File: src/rtl/esas_pkg.sv
`default_nettype none
// ----------------------------------------------------------------------------
// esas_pkg
// Shared widths, constants, register indexes and controller/datapath types
// for the adaptive-alpha encoder speed smoother.
// ----------------------------------------------------------------------------
package esas_pkg;

  // fixed-point format of speeds and accelerations
  localparam int FRAC_BITS  = 16;
  localparam int UP_SHIFT   = (FRAC_BITS >= 16) ? FRAC_BITS - 16 : 0;
  localparam int DOWN_SHIFT = (FRAC_BITS < 16) ? 16 - FRAC_BITS : 0;

  // field widths
  localparam int COUNT_W = 32;
  localparam int US_W    = 20;
  localparam int DPC_W   = 16;
  localparam int ALPHA_W = 17;
  localparam int AFS_W   = 20;
  localparam int SPEED_W = 48;
  localparam int MAG_W   = SPEED_W - 1;

  // internal widths
  localparam int NUM_W   = 48 + UP_SHIFT;        // count * degrees, rescaled
  localparam int N_W     = NUM_W + US_W;         // numerator times 1e6
  localparam int ACC_W   = N_W + 1;              // signed accumulator
  localparam int QUO_W   = 48;                   // time-division quotient
  localparam int DHI_W   = N_W - QUO_W;          // numerator bits above quotient
  localparam int FS_W    = AFS_W + FRAC_BITS;    // full-scale acceleration
  localparam int MUL_A_W = 33;
  localparam int MUL_B_W = 21;
  localparam int PROD_W  = MUL_A_W + MUL_B_W;

  // divider sequencing
  localparam int TIME_STEPS = QUO_W / 2;         // two quotient bits a cycle
  localparam int FRAC_STEPS = 16;                // one quotient bit a cycle
  localparam int CNT_W      = $clog2(TIME_STEPS + 1);

  // constants
  localparam int                 US_PER_S = 1000000;
  localparam logic [MAG_W-1:0]   MAG_CAP  = '1;
  localparam logic [ALPHA_W-1:0] ONE_Q16  = 17'h10000;

  // configuration registers
  localparam int CFG_IDX_W  = 3;
  localparam int CFG_DATA_W = 20;
  localparam logic [CFG_IDX_W-1:0] CFG_DPC  = 3'd0;
  localparam logic [CFG_IDX_W-1:0] CFG_BASE = 3'd1;
  localparam logic [CFG_IDX_W-1:0] CFG_MAX  = 3'd2;
  localparam logic [CFG_IDX_W-1:0] CFG_AFS  = 3'd3;

  localparam logic [DPC_W-1:0]   DPC_RESET  = 16'd8426;
  localparam logic [ALPHA_W-1:0] BASE_RESET = 17'd3277;
  localparam logic [ALPHA_W-1:0] MAX_RESET  = 17'd32768;
  localparam logic [AFS_W-1:0]   AFS_RESET  = 20'd10000;

  // multiplier operand selection
  typedef enum logic [2:0] {
    MUL_MAG_DPC = 3'd0,
    MUL_NUM_LO  = 3'd1,
    MUL_NUM_HI  = 3'd2,
    MUL_ALPHA   = 3'd3,
    MUL_RAW_LO  = 3'd4,
    MUL_RAW_HI  = 3'd5,
    MUL_PREV_LO = 3'd6,
    MUL_PREV_HI = 3'd7
  } mul_sel_e;

  // accumulator operation
  typedef enum logic [2:0] {
    ACC_HOLD  = 3'd0,
    ACC_LOAD  = 3'd1,
    ACC_ADD0  = 3'd2,
    ACC_ADD24 = 3'd3,
    ACC_ADD32 = 3'd4
  } acc_op_e;

  // controller to datapath
  typedef struct packed {
    logic     load_in;
    mul_sel_e mul_sel;
    acc_op_e  acc_op;
    logic     num_prod;
    logic     num_diff;
    logic     div_time;
    logic     div_frac;
    logic     raw_load;
    logic     amag_load;
    logic     scale_one;
    logic     scale_load;
    logic     alpha_load;
    logic     result_load;
  } esas_cmd_t;

  // datapath to controller
  typedef struct packed {
    logic div_last;
    logic amag_ge_fs;
    logic out_free;
  } esas_status_t;

endpackage
`default_nettype wire

File: src/rtl/esas_ctrl.sv
`default_nettype none
// ----------------------------------------------------------------------------
// esas_ctrl
// Sequencer: walks one request through the multiply, divide and smoothing
// steps by issuing datapath commands.
// ----------------------------------------------------------------------------
module esas_ctrl
  import esas_pkg::*;
(
  input  wire logic         clk_i,
  input  wire logic         rst_ni,
  input  wire logic         in_valid_i,
  output logic              in_ready_o,
  input  wire esas_status_t status_i,
  output esas_cmd_t         cmd_o
);

  typedef enum logic [21:0] {
    ST_IDLE   = 22'h000001,
    ST_MAG    = 22'h000002,
    ST_NUM    = 22'h000004,
    ST_NLO    = 22'h000008,
    ST_NHI    = 22'h000010,
    ST_NACC   = 22'h000020,
    ST_DINIT  = 22'h000040,
    ST_DIV    = 22'h000080,
    ST_RAW    = 22'h000100,
    ST_DIFF   = 22'h000200,
    ST_SCMP   = 22'h000400,
    ST_SDIV   = 22'h000800,
    ST_SEND   = 22'h001000,
    ST_ALPHA0 = 22'h002000,
    ST_ALPHA1 = 22'h004000,
    ST_SM0    = 22'h008000,
    ST_SM1    = 22'h010000,
    ST_SM2    = 22'h020000,
    ST_SM3    = 22'h040000,
    ST_SM4    = 22'h080000,
    ST_OUT    = 22'h100000,
    ST_SPARE  = 22'h200000
  } state_e;

  state_e state_q, state_d;
  logic   pass_q, pass_d;

  assign in_ready_o = (state_q == ST_IDLE);

  // next state and commands
  always_comb begin
    state_d       = state_q;
    pass_d        = pass_q;
    cmd_o         = '0;
    cmd_o.mul_sel = MUL_MAG_DPC;
    cmd_o.acc_op  = ACC_HOLD;
    unique case (state_q)
      ST_IDLE: begin
        if (in_valid_i) begin
          cmd_o.load_in = 1'b1;
          state_d       = ST_MAG;
        end
      end
      ST_MAG: begin
        cmd_o.mul_sel = MUL_MAG_DPC;
        state_d       = ST_NUM;
      end
      ST_NUM: begin
        cmd_o.num_prod = 1'b1;
        pass_d         = 1'b0;
        state_d        = ST_NLO;
      end
      ST_NLO: begin
        cmd_o.mul_sel = MUL_NUM_LO;
        state_d       = ST_NHI;
      end
      ST_NHI: begin
        cmd_o.mul_sel = MUL_NUM_HI;
        cmd_o.acc_op  = ACC_LOAD;
        state_d       = ST_NACC;
      end
      ST_NACC: begin
        cmd_o.acc_op = ACC_ADD32;
        state_d      = ST_DINIT;
      end
      ST_DINIT: begin
        cmd_o.div_time = 1'b1;
        state_d        = ST_DIV;
      end
      ST_DIV: begin
        if (status_i.div_last) begin
          state_d = ST_RAW;
        end
      end
      ST_RAW: begin
        // first pass yields the speed, second the acceleration
        if (!pass_q) begin
          cmd_o.raw_load = 1'b1;
          state_d        = ST_DIFF;
        end else begin
          cmd_o.amag_load = 1'b1;
          state_d         = ST_SCMP;
        end
      end
      ST_DIFF: begin
        cmd_o.num_diff = 1'b1;
        pass_d         = 1'b1;
        state_d        = ST_NLO;
      end
      ST_SCMP: begin
        if (status_i.amag_ge_fs) begin
          cmd_o.scale_one = 1'b1;
          state_d         = ST_ALPHA0;
        end else begin
          cmd_o.div_frac = 1'b1;
          state_d        = ST_SDIV;
        end
      end
      ST_SDIV: begin
        if (status_i.div_last) begin
          state_d = ST_SEND;
        end
      end
      ST_SEND: begin
        cmd_o.scale_load = 1'b1;
        state_d          = ST_ALPHA0;
      end
      ST_ALPHA0: begin
        cmd_o.mul_sel = MUL_ALPHA;
        state_d       = ST_ALPHA1;
      end
      ST_ALPHA1: begin
        cmd_o.alpha_load = 1'b1;
        state_d          = ST_SM0;
      end
      ST_SM0: begin
        cmd_o.mul_sel = MUL_RAW_LO;
        state_d       = ST_SM1;
      end
      ST_SM1: begin
        cmd_o.mul_sel = MUL_RAW_HI;
        cmd_o.acc_op  = ACC_LOAD;
        state_d       = ST_SM2;
      end
      ST_SM2: begin
        cmd_o.mul_sel = MUL_PREV_LO;
        cmd_o.acc_op  = ACC_ADD24;
        state_d       = ST_SM3;
      end
      ST_SM3: begin
        cmd_o.mul_sel = MUL_PREV_HI;
        cmd_o.acc_op  = ACC_ADD0;
        state_d       = ST_SM4;
      end
      ST_SM4: begin
        cmd_o.acc_op = ACC_ADD24;
        state_d      = ST_OUT;
      end
      ST_OUT: begin
        // hold until the output register is free
        if (status_i.out_free) begin
          cmd_o.result_load = 1'b1;
          state_d           = ST_IDLE;
        end
      end
      default: begin
        state_d = ST_IDLE;
      end
    endcase
  end

  always_ff @(posedge clk_i or negedge rst_ni) begin
    if (!rst_ni) begin
      state_q <= ST_IDLE;
      pass_q  <= 1'b0;
    end else begin
      state_q <= state_d;
      pass_q  <= pass_d;
    end
  end

endmodule
`default_nettype wire

File: src/rtl/esas_div.sv
`default_nettype none
// ----------------------------------------------------------------------------
// esas_div
// Serial restoring divider. Time mode divides the scaled numerator by the
// elapsed time, two quotient bits a cycle, and flags a quotient past 48 bits.
// Fraction mode forms the 16-bit acceleration scale, one bit a cycle.
// ----------------------------------------------------------------------------
module esas_div
  import esas_pkg::*;
(
  input  wire logic             clk_i,
  input  wire logic             rst_ni,
  input  wire logic             start_time_i,
  input  wire logic             start_frac_i,
  input  wire logic [DHI_W-1:0] dvd_hi_i,
  input  wire logic [QUO_W-1:0] dvd_lo_i,
  input  wire logic [US_W-1:0]  us_i,
  input  wire logic [FS_W-1:0]  fs_i,
  input  wire logic [FS_W-1:0]  frac_rem_i,
  output logic [QUO_W-1:0]      quo_o,
  output logic                  cap_o,
  output logic                  last_o
);

  logic [FS_W-1:0]  rem_q, rem_d;
  logic [QUO_W-1:0] dvd_q, dvd_d;
  logic [QUO_W-1:0] quo_q, quo_d;
  logic [CNT_W-1:0] cnt_q, cnt_d;
  logic             frac_q, frac_d;
  logic             cap_q, cap_d;

  // time-mode steps on the narrow remainder
  logic [US_W:0]   t1, t2;
  logic [US_W-1:0] r1, r2;
  logic            q1, q2;
  // fraction-mode step on the wide remainder
  logic [FS_W:0]   tf;
  logic [FS_W-1:0] rf;
  logic            qf;
  logic            cap_init;

  assign t1 = {rem_q[US_W-1:0], dvd_q[QUO_W-1]};
  assign q1 = (t1 >= {1'b0, us_i});
  assign r1 = q1 ? US_W'(t1 - {1'b0, us_i}) : t1[US_W-1:0];
  assign t2 = {r1, dvd_q[QUO_W-2]};
  assign q2 = (t2 >= {1'b0, us_i});
  assign r2 = q2 ? US_W'(t2 - {1'b0, us_i}) : t2[US_W-1:0];

  assign tf = {rem_q, 1'b0};
  assign qf = (tf >= {1'b0, fs_i});
  assign rf = qf ? FS_W'(tf - {1'b0, fs_i}) : tf[FS_W-1:0];

  // quotient at or past 2^48 when the top part already reaches the divisor
  assign cap_init = (dvd_hi_i >= DHI_W'(us_i));

  always_comb begin
    rem_d  = rem_q;
    dvd_d  = dvd_q;
    quo_d  = quo_q;
    cnt_d  = cnt_q;
    frac_d = frac_q;
    cap_d  = cap_q;
    if (start_time_i) begin
      rem_d  = cap_init ? '0 : FS_W'(dvd_hi_i[US_W-1:0]);
      dvd_d  = dvd_lo_i;
      quo_d  = '0;
      cnt_d  = CNT_W'(TIME_STEPS);
      frac_d = 1'b0;
      cap_d  = cap_init;
    end else if (start_frac_i) begin
      rem_d  = frac_rem_i;
      quo_d  = '0;
      cnt_d  = CNT_W'(FRAC_STEPS);
      frac_d = 1'b1;
    end else if (cnt_q != '0) begin
      cnt_d = cnt_q - CNT_W'(1);
      if (frac_q) begin
        rem_d = rf;
        quo_d = {quo_q[QUO_W-2:0], qf};
      end else begin
        rem_d = FS_W'(r2);
        dvd_d = {dvd_q[QUO_W-3:0], 2'b00};
        quo_d = {quo_q[QUO_W-3:0], q1, q2};
      end
    end
  end

  always_ff @(posedge clk_i or negedge rst_ni) begin
    if (!rst_ni) begin
      cnt_q  <= '0;
      frac_q <= 1'b0;
    end else begin
      cnt_q  <= cnt_d;
      frac_q <= frac_d;
    end
  end

  always_ff @(posedge clk_i) begin
    rem_q <= rem_d;
    dvd_q <= dvd_d;
    quo_q <= quo_d;
    cap_q <= cap_d;
  end

  assign quo_o  = quo_q;
  assign cap_o  = cap_q;
  assign last_o = (cnt_q == CNT_W'(1));

endmodule
`default_nettype wire

File: src/rtl/esas_dp.sv
`default_nettype none
// ----------------------------------------------------------------------------
// esas_dp
// Datapath: configuration registers, filter state, a shared 33x21 signed
// multiplier with accumulator, the serial divider and the output register.
// ----------------------------------------------------------------------------
module esas_dp
  import esas_pkg::*;
(
  input  wire logic                  clk_i,
  input  wire logic                  rst_ni,
  input  wire logic                  cfg_we_i,
  input  wire logic [CFG_IDX_W-1:0]  cfg_idx_i,
  input  wire logic [CFG_DATA_W-1:0] cfg_wdata_i,
  input  wire logic [COUNT_W-1:0]    pulse_count_i,
  input  wire logic [US_W-1:0]       elapsed_us_i,
  input  wire logic                  out_ready_i,
  output logic                       out_valid_o,
  output logic [SPEED_W-1:0]         filtered_speed_o,
  input  wire esas_cmd_t             cmd_i,
  output esas_status_t               status_o
);

  // configuration
  logic [DPC_W-1:0]   dpc_q;
  logic [ALPHA_W-1:0] base_q, max_q;
  logic [AFS_W-1:0]   afs_q;

  // filter state
  logic [COUNT_W-1:0]        prev_count_q;
  logic signed [SPEED_W-1:0] prev_raw_q, prev_smooth_q;

  // per-request registers
  logic [US_W-1:0]           us_q;
  logic                      neg_q;
  logic [COUNT_W-1:0]        mag_q;
  logic [NUM_W-1:0]          num_q;
  logic signed [PROD_W-1:0]  prod_q;
  logic signed [ACC_W-1:0]   acc_q, acc_d;
  logic signed [SPEED_W-1:0] raw_q;
  logic [MAG_W-1:0]          amag_q;
  logic [ALPHA_W-1:0]        scale_q, alpha_q;
  logic [SPEED_W-1:0]        out_q;
  logic                      out_valid_q;

  // combinational
  logic [COUNT_W-1:0]        delta;
  logic signed [MUL_A_W-1:0] mul_a;
  logic signed [MUL_B_W-1:0] mul_b;
  logic signed [PROD_W-1:0]  prod_d;
  logic signed [ACC_W-1:0]   prod_ext;
  logic [QUO_W-1:0]          quo;
  logic                      div_cap;
  logic                      div_last;
  logic [MAG_W-1:0]          mag_sat;
  logic [SPEED_W-1:0]        mag_ext, raw_new;
  logic [SPEED_W:0]          diff, adiff;
  logic [FS_W-1:0]           fs;
  logic [ALPHA_W-1:0]        base_c, top_c, one_minus_alpha;
  logic signed [17:0]        top_minus_base;
  logic signed [23:0]        raw_hi, prev_hi;
  logic signed [PROD_W-1:0]  ap_bias, ap_shift;
  logic [18:0]               alpha_sum;
  logic signed [ACC_W-1:0]   sm_bias, sm_shift;
  logic [NUM_W-1:0]          num_scaled;

  // clamp alpha registers to one
  assign base_c = (base_q > ONE_Q16) ? ONE_Q16 : base_q;
  assign top_c  = (max_q > ONE_Q16) ? ONE_Q16 : max_q;
  assign top_minus_base  = $signed({1'b0, top_c}) - $signed({1'b0, base_c});
  assign one_minus_alpha = ONE_Q16 - alpha_q;

  assign raw_hi  = raw_q[SPEED_W-1:24];
  assign prev_hi = prev_smooth_q[SPEED_W-1:24];

  assign delta = pulse_count_i - prev_count_q;
  assign fs    = {afs_q, {FRAC_BITS{1'b0}}};

  // select multiplier operands
  always_comb begin
    unique case (cmd_i.mul_sel)
      MUL_MAG_DPC: begin
        mul_a = {1'b0, mag_q};
        mul_b = MUL_B_W'(dpc_q);
      end
      MUL_NUM_LO: begin
        mul_a = {1'b0, num_q[31:0]};
        mul_b = MUL_B_W'(US_PER_S);
      end
      MUL_NUM_HI: begin
        mul_a = MUL_A_W'(num_q[NUM_W-1:32]);
        mul_b = MUL_B_W'(US_PER_S);
      end
      MUL_ALPHA: begin
        mul_a = MUL_A_W'(top_minus_base);
        mul_b = MUL_B_W'(scale_q);
      end
      MUL_RAW_LO: begin
        mul_a = MUL_A_W'(raw_q[23:0]);
        mul_b = MUL_B_W'(alpha_q);
      end
      MUL_RAW_HI: begin
        mul_a = MUL_A_W'(raw_hi);
        mul_b = MUL_B_W'(alpha_q);
      end
      MUL_PREV_LO: begin
        mul_a = MUL_A_W'(prev_smooth_q[23:0]);
        mul_b = MUL_B_W'(one_minus_alpha);
      end
      MUL_PREV_HI: begin
        mul_a = MUL_A_W'(prev_hi);
        mul_b = MUL_B_W'(one_minus_alpha);
      end
      default: begin
        mul_a = '0;
        mul_b = '0;
      end
    endcase
  end

  assign prod_d   = mul_a * mul_b;
  assign prod_ext = ACC_W'(prod_q);

  // accumulate partial products
  always_comb begin
    unique case (cmd_i.acc_op)
      ACC_HOLD:  acc_d = acc_q;
      ACC_LOAD:  acc_d = prod_ext;
      ACC_ADD0:  acc_d = acc_q + prod_ext;
      ACC_ADD24: acc_d = acc_q + (prod_ext <<< 24);
      ACC_ADD32: acc_d = acc_q + (prod_ext <<< 32);
      default:   acc_d = acc_q;
    endcase
  end

  // rescale count times degrees into the speed format
  assign num_scaled = (NUM_W'(prod_q[SPEED_W-1:0]) << UP_SHIFT) >> DOWN_SHIFT;

  esas_div u_div (
    .clk_i        (clk_i),
    .rst_ni       (rst_ni),
    .start_time_i (cmd_i.div_time),
    .start_frac_i (cmd_i.div_frac),
    .dvd_hi_i     (acc_q[N_W-1:QUO_W]),
    .dvd_lo_i     (acc_q[QUO_W-1:0]),
    .us_i         (us_q),
    .fs_i         (fs),
    .frac_rem_i   (amag_q[FS_W-1:0]),
    .quo_o        (quo),
    .cap_o        (div_cap),
    .last_o       (div_last)
  );

  // saturate the time quotient and apply the sign
  assign mag_sat = (div_cap || quo[QUO_W-1]) ? MAG_CAP : quo[MAG_W-1:0];
  assign mag_ext = {1'b0, mag_sat};
  assign raw_new = neg_q ? (SPEED_W'(0) - mag_ext) : mag_ext;

  // speed change magnitude
  assign diff  = {raw_q[SPEED_W-1], raw_q} - {prev_raw_q[SPEED_W-1], prev_raw_q};
  assign adiff = diff[SPEED_W] ? ((SPEED_W + 1)'(0) - diff) : diff;

  // alpha = base + (top - base) * s / 1.0, truncated toward zero
  assign ap_bias   = prod_q + (prod_q[PROD_W-1] ? PROD_W'(65535) : PROD_W'(0));
  assign ap_shift  = ap_bias >>> 16;
  assign alpha_sum = {2'b00, base_c} + ap_shift[18:0];

  // smoothed = sum / 1.0, truncated toward zero
  assign sm_bias  = acc_q + (acc_q[ACC_W-1] ? ACC_W'(65535) : ACC_W'(0));
  assign sm_shift = sm_bias >>> 16;

  // configuration writes and filter state
  always_ff @(posedge clk_i or negedge rst_ni) begin
    if (!rst_ni) begin
      dpc_q         <= DPC_RESET;
      base_q        <= BASE_RESET;
      max_q         <= MAX_RESET;
      afs_q         <= AFS_RESET;
      prev_count_q  <= '0;
      prev_raw_q    <= '0;
      prev_smooth_q <= '0;
      out_valid_q   <= 1'b0;
    end else begin
      if (cfg_we_i) begin
        unique case (cfg_idx_i)
          CFG_DPC:  dpc_q  <= cfg_wdata_i[DPC_W-1:0];
          CFG_BASE: base_q <= cfg_wdata_i[ALPHA_W-1:0];
          CFG_MAX:  max_q  <= cfg_wdata_i[ALPHA_W-1:0];
          CFG_AFS:  afs_q  <= cfg_wdata_i[AFS_W-1:0];
          default: begin
          end
        endcase
      end
      if (cmd_i.load_in) begin
        prev_count_q <= pulse_count_i;
      end
      if (cmd_i.result_load) begin
        prev_raw_q    <= raw_q;
        prev_smooth_q <= sm_shift[SPEED_W-1:0];
        out_valid_q   <= 1'b1;
      end else if (out_ready_i) begin
        out_valid_q <= 1'b0;
      end
    end
  end

  // per-request payload registers
  always_ff @(posedge clk_i) begin
    prod_q <= prod_d;
    acc_q  <= acc_d;
    if (cmd_i.load_in) begin
      us_q  <= (elapsed_us_i == '0) ? US_W'(1) : elapsed_us_i;
      neg_q <= delta[COUNT_W-1];
      mag_q <= delta[COUNT_W-1] ? (COUNT_W'(0) - delta) : delta;
    end
    if (cmd_i.num_prod) begin
      num_q <= num_scaled;
    end else if (cmd_i.num_diff) begin
      num_q <= NUM_W'(adiff[SPEED_W-1:0]);
    end
    if (cmd_i.raw_load) begin
      raw_q <= raw_new;
    end
    if (cmd_i.amag_load) begin
      amag_q <= mag_sat;
    end
    if (cmd_i.scale_one) begin
      scale_q <= ONE_Q16;
    end else if (cmd_i.scale_load) begin
      scale_q <= {1'b0, quo[15:0]};
    end
    if (cmd_i.alpha_load) begin
      alpha_q <= alpha_sum[ALPHA_W-1:0];
    end
    if (cmd_i.result_load) begin
      out_q <= sm_shift[SPEED_W-1:0];
    end
  end

  assign status_o.div_last   = div_last;
  assign status_o.amag_ge_fs = (amag_q >= MAG_W'(fs));
  assign status_o.out_free   = !out_valid_q || out_ready_i;

  assign out_valid_o      = out_valid_q;
  assign filtered_speed_o = out_q;

endmodule
`default_nettype wire

File: src/rtl/encoder_speed_adaptive_smoother_core.sv
`default_nettype none
// ----------------------------------------------------------------------------
// encoder_speed_adaptive_smoother_core
// Adaptive-alpha moving average of encoder shaft speed.
// ----------------------------------------------------------------------------
// Flow: a request is taken only when the sequencer is idle, so each request runs
//   through the two time divisions and the scale division of the serial divider
//   before the next is accepted; the scale division is skipped when the
//   acceleration reaches full scale. A finished result waits in the output register,
//   and the sequencer holds until that register is free.
// Reset: clears the filter state and loads the default configuration.
// ----------------------------------------------------------------------------
module encoder_speed_adaptive_smoother_core
  import esas_pkg::*;
(
  input  wire logic                  clk_i,
  input  wire logic                  rst_ni,
  input  wire logic                  cfg_we_i,
  input  wire logic [CFG_IDX_W-1:0]  cfg_idx_i,
  input  wire logic [CFG_DATA_W-1:0] cfg_wdata_i,
  input  wire logic                  in_valid_i,
  output logic                       in_ready_o,
  input  wire logic [COUNT_W-1:0]    pulse_count_i,
  input  wire logic [US_W-1:0]       elapsed_us_i,
  output logic                       out_valid_o,
  input  wire logic                  out_ready_i,
  output logic [SPEED_W-1:0]         filtered_speed_o
);

  esas_cmd_t    cmd;
  esas_status_t status;

  // sequence each request
  esas_ctrl u_ctrl (
    .clk_i      (clk_i),
    .rst_ni     (rst_ni),
    .in_valid_i (in_valid_i),
    .in_ready_o (in_ready_o),
    .status_i   (status),
    .cmd_o      (cmd)
  );

  // arithmetic and state
  esas_dp u_dp (
    .clk_i            (clk_i),
    .rst_ni           (rst_ni),
    .cfg_we_i         (cfg_we_i),
    .cfg_idx_i        (cfg_idx_i),
    .cfg_wdata_i      (cfg_wdata_i),
    .pulse_count_i    (pulse_count_i),
    .elapsed_us_i     (elapsed_us_i),
    .out_ready_i      (out_ready_i),
    .out_valid_o      (out_valid_o),
    .filtered_speed_o (filtered_speed_o),
    .cmd_i            (cmd),
    .status_o         (status)
  );

endmodule
`default_nettype wire

File: config.mk
export PLATFORM = sky130hd
export DESIGN_NAME = encoder_speed_adaptive_smoother_core
export DESIGN_NICKNAME = d
export VERILOG_FILES = /design/src/rtl/esas_pkg.sv /design/src/rtl/esas_ctrl.sv /design/src/rtl/esas_div.sv /design/src/rtl/esas_dp.sv /design/src/rtl/encoder_speed_adaptive_smoother_core.sv
export SDC_FILE = /design/constraint.sdc
export NUM_CORES = 2
export LEC_CHECK = 0
export BUFFER_PORTS_ARGS = -buffer_cell sky130_fd_sc_hd__buf_4
export CORE_ASPECT_RATIO = 1.5
export CORE_MARGIN = 5
export CORE_UTILIZATION = 60
export DETAILED_ROUTE_END_ITERATION = 7
export PLACE_DENSITY = 0.86
export SLEW_MARGIN = 10
export SYNTH_ARGS = -nofsm -noshare
export SYNTH_HDL_FRONTEND = slang
export SYNTH_HIERARCHICAL = 1
export SYNTH_SLANG_ARGS = --single-unit
File: constraint.sdc
create_clock -name clk_i -period 21.4 [get_ports clk_i]
set_clock_uncertainty 0.2 [all_clocks]
set_input_delay 3.21 -clock clk_i [delete_from_list [all_inputs] [get_ports clk_i]]
set_output_delay 3.21 -clock clk_i [all_outputs]
set_load 0.1 [all_outputs]
==> results.json <==
{
  "outcome": "finished with violations",
  "violations": "design-rule violations",
  "ys_warn_count": 6,
  "crit_start": "u_ctrl/state_q[9]",
  "final_nets": 9711,
  "tightest_slew_ns": 1.408,
  "netlist.area_leader.share": 0.1714,
  "start_util": 0.6026,
  "antenna_found_initial": 13,
  "cts.sinks": 761,
  "avgSynthCellArea_um2": 9.206,
  "grtUsageTotal": 0.3973,
  "post_cts_buffers": 0,
  "rows": 161,
  "hold_path.class": "reg2reg",
  "cts.clk_slew.worst_paths_ns": 0.07,
  "ys_seq_area_frac": 0.2657,
  "via_count": 65159,
  "clock.fmax_mhz": 74.74,
  "path_delay_family": "compound AO/OA/AOI/OAI gates",
  "cp_slowest_cell": "o21ai_0",
  "hold_viol_final": 0,
  "clock_latency_ns": 0.75,
  "grt_overflow_total": 0,
  "async_flop_share": 0.2983,
  "coreArea_mm2": 0.1283,
  "syn2layout_area_growth_pct": 7.606,
  "ys_ff_latch": 761,
  "grt_pass1_wl_mm": 406.7,
  "ant_nets": 0,
  "drive_above_1_share": 0.09119,
  "drt-vias-per-instance": 6.380,
  "root_buffer": "clkbuf_16",
  "slew_violations": 0,
  "grt_pass1_vias": 67051,
  "crit_type": "reg2reg",
  "crit_buf_inv": 11,
  "finalSetupTns_ns": 0,
  "crit_top_cell": "inv_1",
  "hold_start": "u_dp/prev_smooth_q[21]",
  "clockBufferDepth": 3,
  "syn_inst": 8400,
  "io_buffers": 129,
  "cap_violations": 0,
  "synth_area_leaders": "fa_1 17%, edfxtp_1 16%, ha_1 8.9%, dfrtp_1 6.7%, inv_1 5.2%",
  "dp_hpwl_mm": 218.3,
  "fp.dieW_um": 303.1,
  "period_share": 0.6253,
  "cts_buffers": 81,
  "synth_area_mm2": 0.07733,
  "wl_mm": 273.8,
  "die_h_um": 449.7,
  "cts_hold_buf": 0,
  "arrival_ns": 13.84,
  "cts_max_level": 3,
  "cts_resized": 0,
  "yosysTopAreaCell": "fa_1",
  "route.detailed.drc": 4,
  "r2r_start": "u_ctrl/state_q[9]",
  "rsz0062_at_grt": "no",
  "finalWeightedCongestion": 1.063,
  "cp.required_ns": 21.85,
  "synth_cell_type_count": 109,
  "first_iter_violations": 6316,
  "first_pass_iters": 8,
  "io-pin-count": 130,
  "setup_viol_count_final": 0,
  "dieArea_mm2": 0.1363,
  "crit_path_start_kind": "flop",
  "max_slew_margin": 0.05545,
  "synthFlopType": "edfxtp_1",
  "worstSetupEndpointType": "flop",
  "synth-edff-count": 415,
  "critical_path.max_fanout": 23,
  "slowest_delay_ns": 0.68,
  "wl_per_cell_um": 26.81,
  "cts_tree": "built",
  "grt_max_degree": 196,
  "fin_crit_ns": 13.38
}
[state kept, by name, indices dropped and copies added (netlist names), 17 cells and up]
register and flops:
u_dp/prod_q 54, u_dp/mag_q 32, u_dp/afs_q 20, u_dp/u_div/dvd_q 48, u_dp/base_q 17, u_dp/u_div/rem_q 36
u_dp/acc_q 69, u_dp/prev_count_q 32, u_dp/filtered_speed_o 48, u_dp/us_q 20, u_dp/amag_q 47, u_dp/u_div/quo_o 48
u_dp/alpha_q 17, u_dp/raw_q 48, u_dp/prev_smooth_q 48, u_dp/max_q 17, u_dp/scale_q 17, u_dp/prev_raw_q 48
u_ctrl/state_q 21, u_dp/num_q 48
[worst paths after layout]
check                                    endpoint  slack, ns  depth (start not counted)
max reg2reg                       u_dp/prod_q[52]       8.02                         42
max                               u_dp/prod_q[52]       8.02                         42
max in group asynchronous           u_dp/dpc_q[8]      17.26                          2
min in group asynchronous    u_dp/prev_count_q[7]       2.29                          1
min                        u_dp/prev_smooth_q[21]       0.30                          1
min reg2reg                u_dp/prev_smooth_q[21]       0.30                          1
[cell usage after synthesis, drive strengths merged, types with 42 or more instances]
master and n:
and2 74, nand3 137, xnor2 360, nand2b 77, inv 1075, nand4 77
a31oi 78, or3 76, mux2i 91, mux2 235, nor3 122, ha 550
nand2 874, dfxtp 119, clkbuf 305, fa 662, dfrtp 207, o21ai 436
o21a 98, o31ai 42, a21o 203, xor2 181, edfxtp 415, nor4 57
a211oi 103, nor2b 109, and3 71, nor2 516, a21oi 451, o21bai 77
[layer usage]
metal | global-route usage | routed length, um
met4 | 0.3766 | 34130
met1 | 0.4294 | 90120
met3 | 0.07608 | 22440
met2 | 0.6464 | 127100
met5 | 0 | 0
[per-stage QoR]
stage | util | cells | hold WS (ns) | instance area [um2] | setup slack, ns
2_1_floorplan | - | 8421 | 0.2309 | 77410 | 10.70
3_3_place_gp | 0.6261 | 10047 | 0.2705 | 80330 | 8.481
3_5_place_dp | 0.6261 | 10047 | 0.2911 | 80340 | 8.293
4_1_cts | 0.6481 | 10199 | 0.3049 | 83170 | 8.282
5_1_grt | 0.6482 | 10201 | 0.3212 | 83180 | 7.268
6_report | 0.6485 | 10213 | 0.3048 | 83210 | 8.019
[placed cells by master (no fill, tap or decap), types with 108 or more instances in the layout]
cell,instances
inv_1,1072
dfrtp_1,206
fa_1,662
xor2_1,181
xnor2_1,359
nand2_1,870
nor3_1,120
edfxtp_1,415
ha_1,550
a21o_1,203
mux2_2,235
o21ai_0,419
nor2_1,511
buf_4,252
a21oi_1,447
nand3_1,134
nor2b_1,108
dfxtp_1,119
[area by class of cell]
| cell class | count | area, um2 |
|---|---|---|
| antenna | 14 | 35.03 |
| clock buffer | 103 | 2255 |
| clock inverter | 49 | 579.3 |
| fill | 10459 | 45110 |
| inverter | 1076 | 4039 |
| multi-input combinational | 6244 | 51660 |
| sequential | 761 | 20550 |
| tap | 1711 | 2141 |
| timing repair buffer | 255 | 1947 |
[cells by family (layout without fill, tap and decap cells)]
kind of cell | count (synthesis) | in the layout | share of synthesized area
compound gates | 1812 | 1812 | 0.1504
xor+xnor | 542 | 542 | 0.06157
fa+ha+maj | 1212 | 1212 | 0.2604
buf+inv | 1416 | 1483 | 0.06936
flops | 761 | 761 | 0.2657
mux | 339 | 339 | 0.04979
other cells | 2 | 37 | 0.00009712
simple gates | 2316 | 2316 | 0.1427
Power is not shown: default switching activity piles up to over one toggle a cycle in this logic, so the estimate is an artifact.
